$ cat config.mk
export PLATFORM = sky130hd
export DESIGN_NAME = hsbp_ram
export DESIGN_NICKNAME = d
export VERILOG_FILES = /design/src/rtl/hsbp_ram.sv
export SDC_FILE = /design/constraint.sdc
export NUM_CORES = 2
export LEC_CHECK = 0
export BUFFER_PORTS_ARGS = -buffer_cell sky130_fd_sc_hd__buf_2
export CORE_ASPECT_RATIO = 1.1
export CORE_UTILIZATION = 45
export DETAILED_ROUTE_END_ITERATION = 6
export GPL_ROUTABILITY_DRIVEN = 1
export HOLD_SLACK_MARGIN = 0.1
export PLACE_DENSITY = 0.61
export SLEW_MARGIN = 20
export SYNTH_ARGS = -nofsm -noshare
export SYNTH_HDL_FRONTEND = slang
export SYNTH_SLANG_ARGS = --single-unit
$ cat constraint.sdc
create_clock -name clock -period 4.7 [get_ports clock]
set_input_delay 0.235 -clock clock [delete_from_list [all_inputs] [get_ports clock]]
set_output_delay 0.235 -clock clock [all_outputs]
set_load 0.005 [all_outputs]
$ cat src/rtl/hsbp_ram.sv
`default_nettype none

module hsbp_ram #(
   parameter int WIDTH = 8,
   parameter int DEPTH = 256
) (
   input  wire logic                     clock,
   input  wire logic                     wr_en,
   input  wire logic [$clog2(DEPTH)-1:0] wr_addr,
   input  wire logic [WIDTH-1:0]         wr_data,
   input  wire logic                     rd_en,
   input  wire logic [$clog2(DEPTH)-1:0] rd_addr,
   output logic      [WIDTH-1:0]         rd_data
);

   logic [WIDTH-1:0] mem_ff [DEPTH];

   // write port
   always_ff @(posedge clock) begin
      if (wr_en) begin
         mem_ff[wr_addr] <= wr_data;
      end
   end

   // registered read port, holds when not enabled
   always_ff @(posedge clock) begin
      if (rd_en) begin
         rd_data <= mem_ff[rd_addr];
      end
   end

endmodule

`default_nettype wire

After elaboration in Yosys (flattened, before gate mapping)
Memory sizes are Yosys's and may differ from the RTL's. A register that Yosys moved wholly into a read port is not among the register bits.
Cells that the tools add are included.
Operators by class
  mux-type cells: 2
Operator list (number)
  $mux W1: 2
Word-level totals
  input port bits: 27
  memories: 1
  output and inout bits: 8
  register bits after elaboration: 0
  RAM bits: 2048
Memory list
  mem_ff: depth 256, width 8, read ports 1, clocked after Yosys merged registers in 1, wr ports 1, RTL line 16  | logic [WIDTH-1:0] mem_ff [DEPTH];

Logic depth before layout (Yosys ltp)
  depth in word-level cells: 2
  depth in mapped cells: 11
  mapped depth without buffers: 6

Worst setup path after synthesis
Ideal clock, no wire load.
  kind: input-to-reg
  from: in rd_addr[0]
  to: reg rd_data[2] (read register of mem_ff) (data pin)
  buffers on the path: 4
  required time: 4431 ps
  arrival: 2042 ps
  setup time: 269 ps
  cell stages on the path: 9
  slack: 2389 ps
  path through: buf_6 > buf_12 > buf_8 > buf_2 > mux4_2 > a22oi_1 > a21oi_1 > nor4_1 > nor4_2
RTL lines
  start, declared: RTL line 12  | input wire logic [$clog2(DEPTH)-1:0] rd_addr,
  end, declared: RTL line 13  | output logic [WIDTH-1:0] rd_data

==> results_dict.tcl <==
set metrics [dict create \
    grt.overflow.total 0 \
    synthSimpleGateAreaFrac_pct 2.63 \
    power_frac_clock_pct 40.6 \
    nFillCells 13900 \
    gp_congestion 0.836 \
    synth-main-ff-cell "edfxtp_1" \
    arrival_ns 3.71 \
    grt_usage_pct 22.3 \
    antenna_left 0 \
    cts_tree "built" \
    powerDensity_nw_per_um2 418 \
    drive_gt1_share_pct 22.7 \
    cts_setup_buffers 0 \
    syn_nets 3760 \
    clk_pin_slew_ns 0.06 \
    grt_setup_unrepaired "false" \
    area_growth_pct 11.8 \
    worstPathRequired_ns 5.23 \
    wire_per_inst_um 31.0 \
    core.rowCount 161 \
    htree_levels 4 \
    synth_area_leaders "edfxtp_1, mux4_2, mux2i_1" \
    setup_violations 0 \
    ys_top_cells_by_count "edfxtp_1, mux4_2, nor2_1" \
    grt_max_degree 168 \
    leakage_nw 27.2 \
    reg2reg_slack_ns 1.60 \
    drv_slew 0 \
    fin_setup_tns_ns 0 \
    worst_slack_ns 1.52 \
    yosys.cell_types.count 54 \
    hp-class "in -> reg" \
    crit_fanout 51 \
    fin_skew_ns 0.0280 \
    vdd_drop_max_mv 0.354 \
    grt_pass1_vias 38900 \
    cp-end-kind "register" \
    path_class "in -> reg" \
    power_mw 37.2 \
    dp_slack_ns 0.687 \
    synth_compound_area_share_pct 3.42 \
    synthCells 3733 \
    nNetsFinal 3907 \
    p_sw_share_pct 21.5 \
    root_buffer "clkbuf_16" \
    grt_pass1_wl_mm 286 \
    r2r-start "mem_ff[42][3]" \
    ios 35 \
    firstDrtPassIters 5 \
    holdCritStartpoint "wr_addr[1]" \
    seqPwrFrac_pct 54.4 \
    synth.mux.area_fraction_pct 14.6 \
    synth_area_per_cell_um2 21.3 \
    hold_viol 0 \
    fin_crit_sh_pct 67.6 \
    synth_xor_area_share_pct 0 \
    synthAdderAreaFrac_pct 0 \
    die_w_um 403 \
    numClockSinks 2056 \
    cap_violations 0 \
    crit_start "rd_addr[0]" \
    netlist_area_um2 79600 \
    regArea_um2 61700 \
    worstSkewPairLatency_ns 0.84 \
    portBuffers 34 \
    drtIter0Drc 4200 \
    dr_total_vias 38600 \
    whs_ns 0.169 \
    min_period_ns 3.18 \
    antenna_found_initial 11 \
    cts_made_buffers 199 \
    synth_seq_cells 2056 \
    remaining_drc_errors 0 \
    netSwitchingPower_mw 8.01 \
    dpl_cell_area_um2 82800 \
    synth.most_common_cell "edfxtp_1" \
    clockBufferDepth 3 \
    final_cells 6403 \
    status "complete, no violations" \
    relSlewSlack_pct 21.8 \
    intPower_mw 29.2 \
    yosys_warnings 0 \
    wl_mm 199 \
    die_y_um 443 \
    dp_cells 6032 \
    fp.dieArea_um2 179000 \
    place_hpwl_mm 122 \
    fin_util_pct 50.7 \
    start_kind "primary input" \
    tightest_slew_ns 1.17 \
    yosysSeqAreaShare_pct 77.5 \
    viasPerCell 6.03 \
    core_um2 175000 \
    synth_top_area_cell "edfxtp_1" \
    multi_input_area_um2 16500 \
    async_flop_share_pct 0 \
    start_util_pct 45.4 \
    synth_top_family_by_area "multiplexers" \
    power_frac_comb_pct 4.9 \
    fin_area_um2 89000 \
    synth_edf_count 2056 \
    clock.fmax_ghz 0.315 \
    synth_top_area_share_pct 77.5 \
]
## cells in the final DEF, fill, tap and decap left out, types with 10 or more instances in the layout
| cell type | synthesis | routed |
|---|---|---|
| buf_2 | 31 | 23 |
| buf_8 | 13 | 10 |
| nor4_1 | 24 | 23 |
| edfxtp_1 | 2056 | 2056 |
| clkinv_1 | 1 | 48 |
| a22oi_1 | 133 | 133 |
| clkbuf_16 | 0 | 201 |
| buf_4 | 27 | 110 |
| a221oi_1 | 13 | 13 |
| clkbuf_1 | 111 | 46 |
| nand4_1 | 10 | 10 |
| nor2_1 | 282 | 277 |
| nand3_1 | 34 | 34 |
| buf_12 | 8 | 25 |
| nand2_1 | 33 | 32 |
| o211ai_1 | 10 | 10 |
| clkinv_2 | 0 | 35 |
| mux2i_1 | 134 | 134 |
| o22ai_1 | 28 | 28 |
| o21ai_0 | 10 | 10 |
| mux4_2 | 454 | 454 |
| o221ai_1 | 46 | 46 |
| a21oi_1 | 96 | 96 |
| nor2b_1 | 31 | 28 |
| nor3_1 | 22 | 20 |
| a211oi_1 | 16 | 16 |
## registers in the layout, indices dropped and copies added, names as in the netlist
signal,count
mem_ff,2048
rd_data,8
## power by group through the flow
stage	registers, mW	clock network (mW)	logic [mW]
after floorplan	20.6	0	0.982
final	20.3	15.1	1.84
after detailed placement	20.6	0	1.85
after CTS	20.3	15.4	1.86
after global placement	20.6	0	1.83
after global routing	20.2	16.0	1.93
## final timing paths
path	end	depth (start not counted)
setup / recovery	rd_data[3]	9
hold / removal	mem_ff[155][4]	3
setup reg to reg	rd_data[3]	6
hold reg to reg	rd_data[5]	6
## worst max-delay path: stages
cell	delay, ns
buf_8	0.49
buf_12	0.28
buf_12	0.27
mux4_2	0.57
a22o_1	0.25
a221oi_1	0.30
o221ai_1	0.19
a211oi_1	0.91
nor4_1	0.08
## logic make-up after synthesis
group / after synthesis
buffers and inverters: 235
muxes: 591
AOI/OAI and AO/OA: 385
DFF: 2056
and+or+nand+nor: 466
## per-layer routing
layer	track usage, %	vias up	routed length [um]
met5	0	-	66
met4	6.71	10	5490
met3	3.29	296	14100
met2	36.7	1589	99600
met1	31.0	20700	79500
li1	-	16000	-
## area by class of cell
class | count | share of cell area, %
repair buffers | 179 | 1.93
inverters | 2 | 0.00843
multi-input cells | 1442 | 18.5
flip-flops and latches | 2056 | 69.4
well taps | 2363 | 3.32
clock inverters | 111 | 0.989
diodes | 3 | 0.00843
clock buffers | 247 | 5.84
## timing repair
action,4_1_cts,5_1_grt
gates resized for setup,0,0
hold buffers,9,0
endpoints found under the hold margin,855,0
No activity file was read; power rests on OpenSTA's default activity.
